## src/design/jsesc_pkg.sv

```systemverilog
// ============================================================================
// jsesc_pkg
// Shared types, character codes and helpers of the JSON string escaper.
// ============================================================================
package jsesc_pkg;

	// Default depth of the queue between front and back
	localparam int unsigned QUEUE_DEPTH_DEF = 4;

	// Character codes
	localparam logic [7:0] CH_QUOTE  = 8'h22;
	localparam logic [7:0] CH_BSLASH = 8'h5C;
	localparam logic [7:0] CH_SLASH  = 8'h2F;
	localparam logic [7:0] CH_LOW_B  = 8'h62;
	localparam logic [7:0] CH_LOW_F  = 8'h66;
	localparam logic [7:0] CH_LOW_N  = 8'h6E;
	localparam logic [7:0] CH_LOW_R  = 8'h72;
	localparam logic [7:0] CH_LOW_T  = 8'h74;
	localparam logic [7:0] CH_LOW_U  = 8'h75;
	localparam logic [7:0] CTL_BS    = 8'h08;
	localparam logic [7:0] CTL_FF    = 8'h0C;
	localparam logic [7:0] CTL_LF    = 8'h0A;
	localparam logic [7:0] CTL_CR    = 8'h0D;
	localparam logic [7:0] CTL_TAB   = 8'h09;

	// Replacement character and surrogate prefixes
	localparam logic [15:0] U_REPL    = 16'hFFFD;
	localparam logic [5:0]  SURR_HI   = 6'b110110;
	localparam logic [5:0]  SURR_LO   = 6'b110111;

	// Escape group that a byte produces between the quotes
	typedef enum logic [2:0] {
		K_NONE,
		K_CHAR,
		K_ESC,
		K_U1,
		K_U2
	} kind_t;

	// Word passed from front to back: everything one item emits
	typedef struct packed {
		logic        open;
		logic        close;
		kind_t       kind;
		logic [7:0]  chr;
		logic [15:0] u_hi;
		logic [15:0] u_lo;
	} cmd_t;

	// Serializer position
	typedef enum logic [1:0] {
		PH_OPEN,
		PH_MID,
		PH_CLOSE
	} phase_t;

	// Lowercase hex digit
	function automatic logic [7:0] hex_char(input logic [3:0] nib);
		logic [7:0] c;
		if (nib < 4'd10) begin
			c = 8'h30 + {4'd0, nib};
		end else begin
			c = 8'h57 + {4'd0, nib};
		end
		return c;
	endfunction

	// Number of characters in an escape group
	function automatic logic [3:0] kind_len(input kind_t k);
		logic [3:0] n;
		unique case (k)
			K_CHAR:  n = 4'd1;
			K_ESC:   n = 4'd2;
			K_U1:    n = 4'd6;
			K_U2:    n = 4'd12;
			default: n = 4'd0;
		endcase
		return n;
	endfunction

endpackage

```

## src/design/jsesc_front.sv

```systemverilog
// ============================================================================
// jsesc_front
// Accepts input bytes, tracks UTF-8 sequences and classifies each item into
// one queue word describing the characters it emits.
// ============================================================================
module jsesc_front import jsesc_pkg::*; (
	input  logic       clk,
	input  logic       arst_n,
	input  logic       accept,
	input  logic [7:0] byte_in,
	input  logic       has_byte,
	input  logic       is_first,
	input  logic       is_last,
	output logic       push,
	output cmd_t       cmd
);

	logic [1:0]  bp_q, sl_q;
	logic [20:0] acc_q;
	logic        ok_q;

	logic [1:0]  bp_d, sl_d;
	logic [20:0] acc_d;
	logic        ok_d;
	logic [20:0] seq_off;
	logic        seq_valid;
	logic [7:0]  esc_chr;

	// Decode one item against the sequence state
	always_comb begin
		bp_d      = bp_q;
		sl_d      = sl_q;
		acc_d     = acc_q;
		ok_d      = ok_q;
		cmd       = '0;
		cmd.kind  = K_NONE;
		seq_off   = '0;
		seq_valid = 1'b0;
		esc_chr   = '0;

		if (is_first) begin
			bp_d    = '0;
			sl_d    = '0;
			acc_d   = '0;
			ok_d    = 1'b1;
			cmd.open = 1'b1;
		end

		if (has_byte) begin
			if (bp_d != 2'd0) begin
				// Collect a follower, whatever its value
				if (byte_in[7:6] != 2'b10) begin
					ok_d = 1'b0;
				end
				acc_d = {acc_d[14:0], byte_in[5:0]};
				bp_d  = bp_d - 2'd1;
				if (bp_d == 2'd0) begin
					unique case (sl_d)
						2'd1: seq_valid = acc_d >= 21'h80;
						2'd2: seq_valid = acc_d >= 21'h800 &&
							(acc_d < 21'hD800 || acc_d > 21'hDFFF);
						2'd3: seq_valid = acc_d >= 21'h10000 && acc_d <= 21'h10FFFF;
						default: seq_valid = 1'b0;
					endcase
					seq_valid = seq_valid & ok_d;
					seq_off   = acc_d - 21'h10000;
					if (!seq_valid) begin
						cmd.kind = K_U1;
						cmd.u_hi = U_REPL;
					end else if (acc_d[20:16] != 5'd0) begin
						cmd.kind = K_U2;
						cmd.u_hi = {SURR_HI, seq_off[19:10]};
						cmd.u_lo = {SURR_LO, seq_off[9:0]};
					end else begin
						cmd.kind = K_U1;
						cmd.u_hi = acc_d[15:0];
					end
					sl_d  = '0;
					acc_d = '0;
					ok_d  = 1'b1;
				end
			end else if (!byte_in[7]) begin
				// ASCII: short escape, control escape or pass through
				case (byte_in)
					CH_QUOTE:  esc_chr = CH_QUOTE;
					CH_BSLASH: esc_chr = CH_BSLASH;
					CH_SLASH:  esc_chr = CH_SLASH;
					CTL_BS:    esc_chr = CH_LOW_B;
					CTL_FF:    esc_chr = CH_LOW_F;
					CTL_LF:    esc_chr = CH_LOW_N;
					CTL_CR:    esc_chr = CH_LOW_R;
					CTL_TAB:   esc_chr = CH_LOW_T;
					default:   esc_chr = '0;
				endcase
				if (esc_chr != 8'd0) begin
					cmd.kind = K_ESC;
					cmd.chr  = esc_chr;
				end else if (byte_in[6:5] == 2'b00) begin
					cmd.kind = K_U1;
					cmd.u_hi = {8'd0, byte_in};
				end else begin
					cmd.kind = K_CHAR;
					cmd.chr  = byte_in;
				end
			end else if (byte_in[7:5] == 3'b110) begin
				// Lead bytes open a sequence
				acc_d = {16'd0, byte_in[4:0]};
				sl_d  = 2'd1;
				bp_d  = 2'd1;
				ok_d  = 1'b1;
			end else if (byte_in[7:4] == 4'b1110) begin
				acc_d = {17'd0, byte_in[3:0]};
				sl_d  = 2'd2;
				bp_d  = 2'd2;
				ok_d  = 1'b1;
			end else if (byte_in[7:3] == 5'b11110) begin
				acc_d = {18'd0, byte_in[2:0]};
				sl_d  = 2'd3;
				bp_d  = 2'd3;
				ok_d  = 1'b1;
			end else begin
				cmd.kind = K_U1;
				cmd.u_hi = U_REPL;
			end
		end

		if (is_last) begin
			// Flush a sequence cut short, then close
			if (bp_d != 2'd0) begin
				cmd.kind = K_U1;
				cmd.u_hi = U_REPL;
			end
			bp_d      = '0;
			sl_d      = '0;
			acc_d     = '0;
			ok_d      = 1'b1;
			cmd.close = 1'b1;
		end
	end

	// Drop items that emit nothing
	assign push = accept && (cmd.open || cmd.close || cmd.kind != K_NONE);

	// Advance sequence state
	always_ff @(posedge clk or negedge arst_n) begin
		if (!arst_n) begin
			bp_q  <= '0;
			sl_q  <= '0;
			acc_q <= '0;
			ok_q  <= 1'b1;
		end else if (accept) begin
			bp_q  <= bp_d;
			sl_q  <= sl_d;
			acc_q <= acc_d;
			ok_q  <= ok_d;
		end
	end

endmodule

```

## src/design/jsesc_queue.sv

```systemverilog
// ============================================================================
// jsesc_queue
// Small register queue of command words between front and back.
// ============================================================================
module jsesc_queue import jsesc_pkg::*; #(
	parameter int unsigned DEPTH = QUEUE_DEPTH_DEF
) (
	input  logic clk,
	input  logic arst_n,
	input  logic push,
	input  cmd_t cmd_in,
	input  logic pop,
	output cmd_t cmd_out,
	output logic empty,
	output logic full
);

	localparam int unsigned PTR_W = (DEPTH > 1) ? $clog2(DEPTH) : 1;
	localparam int unsigned CNT_W = $clog2(DEPTH + 1);
	localparam logic [PTR_W-1:0] PTR_LAST = PTR_W'(DEPTH - 1);

	cmd_t             mem_q [DEPTH];
	logic [PTR_W-1:0] wr_ptr_q, rd_ptr_q;
	logic [CNT_W-1:0] count_q;

	assign empty   = count_q == CNT_W'(0);
	assign full    = count_q == CNT_W'(DEPTH);
	assign cmd_out = mem_q[rd_ptr_q];

	// Store pushed words
	always_ff @(posedge clk) begin
		if (push) begin
			mem_q[wr_ptr_q] <= cmd_in;
		end
	end

	// Advance pointers and count
	always_ff @(posedge clk or negedge arst_n) begin
		if (!arst_n) begin
			wr_ptr_q <= '0;
			rd_ptr_q <= '0;
			count_q  <= '0;
		end else begin
			if (push) begin
				wr_ptr_q <= (wr_ptr_q == PTR_LAST) ? '0 : wr_ptr_q + PTR_W'(1);
			end
			if (pop) begin
				rd_ptr_q <= (rd_ptr_q == PTR_LAST) ? '0 : rd_ptr_q + PTR_W'(1);
			end
			if (push && !pop) begin
				count_q <= count_q + CNT_W'(1);
			end else if (pop && !push) begin
				count_q <= count_q - CNT_W'(1);
			end
		end
	end

`ifndef SYNTHESIS
	a_no_overflow: assert property (@(posedge clk) disable iff (!arst_n)
		!(push && full))
		else $error("queue push while full");
	a_no_underflow: assert property (@(posedge clk) disable iff (!arst_n)
		!(pop && empty))
		else $error("queue pop while empty");
	a_count_range: assert property (@(posedge clk) disable iff (!arst_n)
		count_q <= CNT_W'(DEPTH))
		else $error("queue count out of range");
`endif

endmodule

```

## src/design/jsesc_back.sv

```systemverilog
// ============================================================================
// jsesc_back
// Walks the head command word character by character into an output
// register and pops the word after its last character.
// ============================================================================
module jsesc_back import jsesc_pkg::*; (
	input  logic       clk,
	input  logic       arst_n,
	input  cmd_t       cmd,
	input  logic       empty,
	output logic       pop,
	output logic       out_valid,
	input  logic       out_stall,
	output logic [7:0] out_char,
	output logic       run_end,
	output logic       string_end
);

	phase_t     phase_q, phase_d, eff_phase;
	logic [3:0] sub_q, sub_d;
	logic       out_valid_q;
	logic [7:0] out_char_q;
	logic       run_end_q, string_end_q;

	logic       load;
	logic [3:0] mid_len;
	logic       mid_last;
	logic       is_last_chr;
	logic [7:0] chr;
	logic       sel_lo;
	logic [2:0] s6;
	logic [15:0] uval;
	logic [7:0] mid_chr;

	assign load = !empty && (!out_valid_q || !out_stall);
	assign pop  = load && is_last_chr;

	// Pick the character at the current position of the head word
	always_comb begin
		mid_len  = kind_len(cmd.kind);
		mid_last = sub_q == mid_len - 4'd1;
		sel_lo   = sub_q >= 4'd6;
		s6       = sel_lo ? 3'(sub_q - 4'd6) : sub_q[2:0];
		uval     = sel_lo ? cmd.u_lo : cmd.u_hi;

		case (s6)
			3'd0:    mid_chr = CH_BSLASH;
			3'd1:    mid_chr = CH_LOW_U;
			3'd2:    mid_chr = hex_char(uval[15:12]);
			3'd3:    mid_chr = hex_char(uval[11:8]);
			3'd4:    mid_chr = hex_char(uval[7:4]);
			default: mid_chr = hex_char(uval[3:0]);
		endcase
		if (cmd.kind == K_CHAR) begin
			mid_chr = cmd.chr;
		end else if (cmd.kind == K_ESC) begin
			mid_chr = (sub_q == 4'd0) ? CH_BSLASH : cmd.chr;
		end
	end

	// Skip absent groups, then choose character and next position
	always_comb begin
		eff_phase = phase_q;
		if (eff_phase == PH_OPEN && !cmd.open) begin
			eff_phase = PH_MID;
		end
		if (eff_phase == PH_MID && cmd.kind == K_NONE) begin
			eff_phase = PH_CLOSE;
		end

		phase_d = phase_q;
		sub_d   = sub_q;
		unique case (eff_phase)
			PH_OPEN: begin
				chr         = CH_QUOTE;
				is_last_chr = cmd.kind == K_NONE && !cmd.close;
			end
			PH_MID: begin
				chr         = mid_chr;
				is_last_chr = mid_last && !cmd.close;
			end
			default: begin
				chr         = CH_QUOTE;
				is_last_chr = 1'b1;
			end
		endcase

		if (load) begin
			if (is_last_chr) begin
				phase_d = PH_OPEN;
				sub_d   = '0;
			end else if (eff_phase == PH_OPEN) begin
				phase_d = PH_MID;
				sub_d   = '0;
			end else if (eff_phase == PH_MID && mid_last) begin
				phase_d = PH_CLOSE;
			end else begin
				sub_d = sub_q + 4'd1;
			end
		end
	end

	// Hold serializer position
	always_ff @(posedge clk or negedge arst_n) begin
		if (!arst_n) begin
			phase_q <= PH_OPEN;
			sub_q   <= '0;
		end else begin
			phase_q <= phase_d;
			sub_q   <= sub_d;
		end
	end

	// Output register: hold while stalled
	always_ff @(posedge clk or negedge arst_n) begin
		if (!arst_n) begin
			out_valid_q <= 1'b0;
		end else if (!out_valid_q || !out_stall) begin
			out_valid_q <= !empty;
		end
	end

	always_ff @(posedge clk) begin
		if (load) begin
			out_char_q   <= chr;
			run_end_q    <= is_last_chr;
			string_end_q <= eff_phase == PH_CLOSE;
		end
	end

	assign out_valid  = out_valid_q;
	assign out_char   = out_char_q;
	assign run_end    = run_end_q;
	assign string_end = string_end_q;

`ifndef SYNTHESIS
	a_close_ends_run: assert property (@(posedge clk) disable iff (!arst_n)
		out_valid_q && string_end_q |-> run_end_q)
		else $error("closing quote not last of its run");
	a_sub_range: assert property (@(posedge clk) disable iff (!arst_n)
		sub_q < 4'd12)
		else $error("serializer position out of range");
`endif

endmodule

```

## src/design/json_string_escaper_utf8_unit.sv

```systemverilog
// ============================================================================
// json_string_escaper_utf8_unit
// JSON string escaper with UTF-8 validation: bytes in, literal characters out.
// ============================================================================
// Usage:
//   Input channel (in_valid / in_stall) takes one word per cycle while in_stall
//   is low: byte_in with has_byte, is_first and is_last marks. Output channel
//   (out_valid / out_stall) gives one character of the quoted JSON literal per
//   output word, with run_end on the last character of an input word and
//   string_end on the closing quote.
//   The first character of a word is registered in the queue and then in the
//   output register. A word yields 0 to 13 characters; the back end emits one
//   character per cycle while out_stall is low, so sustained input rate is
//   bounded by the single-character output serializer.
//   Input is taken every cycle while the front/back queue (QUEUE_DEPTH words)
//   has room; words that yield no characters never occupy it.
//   Reset clears the UTF-8 sequence state, empties the queue and drops any
//   pending output. When the receiver stalls, the output word holds, the
//   queue fills, and then in_stall rises.
// ============================================================================
module json_string_escaper_utf8_unit import jsesc_pkg::*; #(
	parameter int unsigned QUEUE_DEPTH = QUEUE_DEPTH_DEF
) (
	input  logic       clk,
	input  logic       arst_n,
	input  logic       in_valid,
	output logic       in_stall,
	input  logic [7:0] byte_in,
	input  logic       has_byte,
	input  logic       is_first,
	input  logic       is_last,
	output logic       out_valid,
	input  logic       out_stall,
	output logic [7:0] out_char,
	output logic       run_end,
	output logic       string_end
);

	logic accept;
	logic push, pop, q_empty, q_full;
	cmd_t front_cmd, head_cmd;

	// Stall input while the queue is full
	assign in_stall = q_full;
	assign accept   = in_valid && !q_full;

	jsesc_front u_front (
		.clk      (clk),
		.arst_n   (arst_n),
		.accept   (accept),
		.byte_in  (byte_in),
		.has_byte (has_byte),
		.is_first (is_first),
		.is_last  (is_last),
		.push     (push),
		.cmd      (front_cmd)
	);

	jsesc_queue #(
		.DEPTH (QUEUE_DEPTH)
	) u_queue (
		.clk     (clk),
		.arst_n  (arst_n),
		.push    (push),
		.cmd_in  (front_cmd),
		.pop     (pop),
		.cmd_out (head_cmd),
		.empty   (q_empty),
		.full    (q_full)
	);

	jsesc_back u_back (
		.clk        (clk),
		.arst_n     (arst_n),
		.cmd        (head_cmd),
		.empty      (q_empty),
		.pop        (pop),
		.out_valid  (out_valid),
		.out_stall  (out_stall),
		.out_char   (out_char),
		.run_end    (run_end),
		.string_end (string_end)
	);

endmodule
```

## config.mk

```make
export PLATFORM = sky130hd
export DESIGN_NAME = json_string_escaper_utf8_unit
export DESIGN_NICKNAME = d
export VERILOG_FILES = /design/src/design/jsesc_pkg.sv /design/src/design/jsesc_front.sv /design/src/design/jsesc_queue.sv /design/src/design/jsesc_back.sv /design/src/design/json_string_escaper_utf8_unit.sv
export SDC_FILE = /design/constraint.sdc
export NUM_CORES = 1
export LEC_CHECK = 0
export ABC_AREA = 1
export BUFFER_PORTS_ARGS = -buffer_cell sky130_fd_sc_hd__buf_4
export CAP_MARGIN = 40
export CORE_ASPECT_RATIO = 1.2
export CORE_MARGIN = 2
export CORE_UTILIZATION = 55
export CTS_BUF_LIST = sky130_fd_sc_hd__clkbuf_8
export CTS_CLUSTER_DIAMETER = 60
export DETAILED_ROUTE_END_ITERATION = 8
export GPL_TIMING_DRIVEN = 0
export PLACE_DENSITY = 0.8
export SLEW_MARGIN = 20
export SYNTH_ARGS = -nofsm -noshare
export SYNTH_HDL_FRONTEND = slang
export SYNTH_SLANG_ARGS = --single-unit
```

## constraint.sdc

```tcl
create_clock -name clk -period 11.5 [get_ports clk]
set_clock_uncertainty 0.05 [all_clocks]
set_input_delay 1.725 -clock clk [delete_from_list [all_inputs] [get_ports clk]]
set_output_delay 1.725 -clock clk [all_outputs]
set_load 0.01 [all_outputs]
```

# [After elaboration in Yosys (flattened, before gate mapping)]
# Memories as Yosys holds them, arrays and structs flattened.
# Cells that the tools add are included.
# Widths: inputs -> output; s select.
[totals] register_bits=50 mem_count=1 wordCells=220 inputBits=15 ram_bits=180 output_inout_bits=12
[op_classes] mux=104 n_bitwise=1 n_addsub=17 n_lt_le_gt_ge=11 n_eq_ne=31 n_reduce_logical=42
[mem_list] memory="u_queue.mem_q" words=4 width=45 rd=1 rd_ports_with_merged_regs=0 write_ports=1 line="jsesc_queue.sv:22" rtl="cmd_t mem_q [DEPTH];"
[ops] operator="$mux 16" count=14
[ops] operator="$mux 21" count=9
[ops] operator="$mux 8" count=12
[ops] operator="$pmux 7 s8" count=1
[ops] operator="$mux 2" count=26
[ops] operator="$mux 43" count=1
[ops] operator="$eq 8x4->1 const B" count=5
[ops] operator="$pmux 8 s5" count=1
[ops] operator="$mux 3" count=11
[ops] operator="$add 7x4->8 const A" count=4
[ops] operator="$mux 32" count=1
[ops] operator="$add 6x4->7 const A" count=4
[ops] operator="$ge 21x12->1 const B" count=1
[ops] operator="$ge 21x17->1 const B" count=1
[ops] operator="$ge 21x8->1 const B" count=1
[ops] operator="$gt 21x16->1 const B" count=1
[ops] operator="$le 21x21->1 const B" count=1
[ops] operator="$lt 21x16->1 const B" count=1
[ops] operator="$sub 20x17->20 const B" count=1
[ops] operator="$mux 1" count=18
[ops] operator="$eq 8x6->1 const B" count=2
[ops] operator="$lt 4x4->1 const B" count=4
[ops] operator="$mux 4" count=4
[ops] operator="$pmux 4 s4" count=1
[ops] operator="other kinds (35)" count=81

# [Longest topological paths before layout]
[depth] depth_word=22 ltp_mapped=23 mapped_depth_nobuf=23

# [By module]
# A second synthesis with hierarchy kept.
[unflattened] hier_cells=1323 area_unflattened_um2=11937.7
[modules_own_cells] mod="jsesc_queue" n_inst=1 seq_area_each_um2=5580.4 area_each_um2=7559.8 cells_per_inst=575
[modules_own_cells] mod="jsesc_front" n_inst=1 seq_area_each_um2=501.7 area_each_um2=2454.9 cells_per_inst=426
[modules_own_cells] mod="jsesc_back" n_inst=1 seq_area_each_um2=475.5 area_each_um2=1913.1 cells_per_inst=320
[modules_own_cells] mod="json_string_escaper_utf8_unit" n_inst=1 seq_area_each_um2=0.0 area_each_um2=10.0 cells_per_inst=2

# [Worst setup path before layout]
# OpenSTA, ideal clock, no wires.
[synth_timing] kind="in2reg" startpoint="input is_first" endpoint="memory u_queue.mem_q[0][0] (netlist bit), enable pin" n_path_buf=1 setup_slack_ns=6.227 t_arrival_ns=4.788 stages=16 setup_ns=0.435 required_ns=11.015 path_cell_list="inv_2 > buf_6 > nand2_1 > ha_1 > nand3_2 > nor2_2 > nand3_1 > nand2_1 > nand2_1 > nand3_1 > nand3_1 > nand3_1 > nand2_1 > nand2_1 > o21bai_4 > nor2_1"
[synth_rtl] element="start, declared" line="json_string_escaper_utf8_unit.sv:30" rtl="input logic is_first,"
[synth_rtl] element="end, declared" line="jsesc_queue.sv:22"

==> impl_metrics.toml <==
[status]
status = "complete, no violations"

[yosys]
synth_fp_nets = 1154
ys.flop_type = "edfxtp_1"
ys_types = 53
synth_seq_cells = 199
synth_top_area_share_pct = 47.8
ys_async_sr_fraction_pct = 17.1
ys_seq_area_share_pct = 56.0
netlist_instances = 1120
synth_area_leader_cell = "edfxtp_1"
synth_area_leaders = "edfxtp_1 48%, dfrtp_1 8.0%, nand2_1 7.0%"
synth_area_per_cell_um2 = 9.25
synth_edf_count = 165
synthTopCellsByCount = "194 x nand2_1, 165 x edfxtp_1, 150 x nor2_1, 114 x o21ai_0, 109 x inv_1"
synth_most_common_cell = "nand2_1"
synth_area_um2 = 10400
yosysWarnings = 0

[setup_path]
cp_max_fo = 10
max_stage_delay_ns = 0.41
crit_type = "primary input to flop"
critical_path_arrival_ns = 5.11
critical_path.top_delay_family = "simple AND/OR/NAND/NOR gates"
cp_num_buf_inv = 5
endpoint_kind = "flop"
start_kind = "primary input"
slowest_stage = "fa_1"
crit_chain = "buf_4 > inv_2 > buf_6 > nand2_1 > ha_1 > nand3_2 > nor3_1 > nand2_1 > nand3_1 > nand3_1 > nand3_1 > nand3_1 > nand2_1 > nand2_1 > o21bai_4 > inv_1 > ha_1 > inv_1 > fa_1 > mux2_2"
required_ns = 11.82

[route]
postRouteAntennaNets = 0
wire_per_inst_um = 18.4
drtIter0Drc = 727
vias = 8316
via_per_inst = 5.79
drc = 0
drt-pass1-iter-count = 6
wirelength_mm = 26.4

[sta]
rsz0062_at_grt = "false"
fin_tns_setup_ns = 0
hold-worst-slack_ns = 0.467
tightest_slew_ns = 0.904
period_share_pct = 41.6
max_freq_mhz = 209
post-route-min-period_ns = 4.79
layout_setup_ws_ns = 6.71
finalHoldViolCount = 0
setup_viol_count_final = 0
maxSlewHeadroom_pct = 39.5
maxSlewViolCount = 0

[cts]
cts_hold_repair.buffers = 0
cts_root_buf = "clkbuf_8"
clk_path_buf_depth = 2
cts_buffers = 17
clk_pin_slew_worst_paths_ns = 0.11
cts-htree-levels = 4
cts_resized = 0
clk_latency_ns = 0.48
cts_tree = "yes"
cts.sinks = 199
post-cts-setup-buffer-count = 0

[global_route]
grt_start_max_net_pins = 35
grt_pass1_wl_mm = 42.0
overflow = 0
grt_usage_pct = 27.7
grt_pass1_vias = 8008
antenna_found_initial = 0

[cells_and_area]
utilization_pct = 61.5
fin_cells = 1436
drive_gt1_share_pct = 12.2
finalNetCount = 1201
fill_cells = 1522
n_antenna_cell = 0
area_growth_pct = 10.6
stdcell_area_um2 = 11500

[floorplanning]
boundaryPins = 27
die_w_um = 129
core-area_um2 = 18600
start_util_pct = 55.6
dieArea_um2 = 20000
rows = 55
die_h_um = 154

[place]
dp_slack_ns = 6.27
io_buffers = 22
dpl.hpwl_mm = 19.5
place_area_um2 = 11000
place_congestion = 1.04
placed_cells = 1404

[job]
maxCapViolCount = 0

[min_path]
hold_path_class = "flop to flop"

[pwr]
powerDensity_nw_per_um2 = 241
p_leak_nw = 4.68
ir_drop_v = 0.000107
finalPower_mw = 2.77
-- power breakdown --
group	internal, mW	switching (mW)
sequential	0.963	0.0519
clock	0.226	0.264
combinational	0.416	0.845
total	1.60	1.16
-- routing by layer --
| metal | GRT usage [%] | vias up | wire length [um] |
|---|---|---|---|
| li1 | - | 3964 | - |
| met1 | 33.8 | 3950 | 10300 |
| met2 | 48.4 | 327 | 13600 |
| met3 | 3.77 | 75 | 1540 |
| met4 | 12.8 | 0 | 976 |
| met5 | 0 | - | 0 |
-- logic make-up (layout without fill, tap and decap cells) --
kind of cell             count (synthesis)  in the layout  share of synthesized area (%)
flip-flops                             199            199                           56.0
AO/OA/AOI/OAI                          250            250                           13.8
other                                    1              1                         0.0362
XOR/XNOR                                 9              9                          0.761
multiplexers                             1              1                          0.109
buffers and inverters                  167            227                           6.89
AND/OR/NAND/NOR                        474            474                           20.0
adder cells (fa/ha/maj)                 19             19                           2.37
-- cells in the final DEF (no fill, tap or decap), types with 16 or more instances in the layout --
cell      synthesis  routed
nand2_1         194     194
edfxtp_1        165     165
nor2_1          150     146
o21ai_0         114     114
inv_1           109     109
nand3_1          61      61
a21oi_1          38      38
o22ai_1          35      35
dfrtp_1          33      33
buf_4             7      29
nor3_1           22      22
buf_2            19      19
ha_1             18      18
clkbuf_8          0      17
o21ai_1          16      16
-- worst paths after layout --
kind	startpoint	to	slack, ns	depth (start not counted)
max	is_first	u_queue.count_q[1]	6.71	20
min	u_back.out_valid	u_back.out_valid	0.47	2
max reg2reg	u_queue.rd_ptr_q[1]	u_queue.count_q[1]	7.76	17
min reg2reg	u_back.out_valid	u_back.out_valid	0.47	2
max in group asynchronous	arst_n	u_front.ok_q	9.91	1
min in group asynchronous	arst_n	u_back.phase_q[1]	1.14	1
-- layout make-up --
class	count	area, um2	area share (%)
inverters	123	462	4.03
repair buffers	28	303	2.64
clock inverters	15	214	1.87
flip-flops and latches	199	5810	50.7
multi-input cells	754	3870	33.8
clock buffers	17	234	2.04
plain buffers	44	253	2.20
well taps	256	320	2.79
-- state kept, by name, indices dropped and copies added, names as in the netlist --
register / cells
u_back.out_char: 7
u_back.out_valid: 1
u_back.phase_q: 2
u_back.run_end: 1
u_back.string_end: 1
u_back.sub_q: 4
u_front.acc_q: 15
u_front.bp_q: 2
u_front.ok_q: 1
u_front.sl_q: 2
u_queue.count_q: 3
u_queue.mem_q: 156
u_queue.rd_ptr_q: 2
u_queue.wr_ptr_q: 2
-- worst register-to-register path: cells and delay by family (launching register included) --
kind / cells / cell delay (ns)
buffers and inverters: 3 / 0.47
xor gates and xnor gates: 1 / 0.13
muxes: 1 / 0.29
adders and majority gates: 3 / 0.97
DFF: 1 / 0.40
and+or+nand+nor: 9 / 1.32
(Power assumes the default switching activity.)
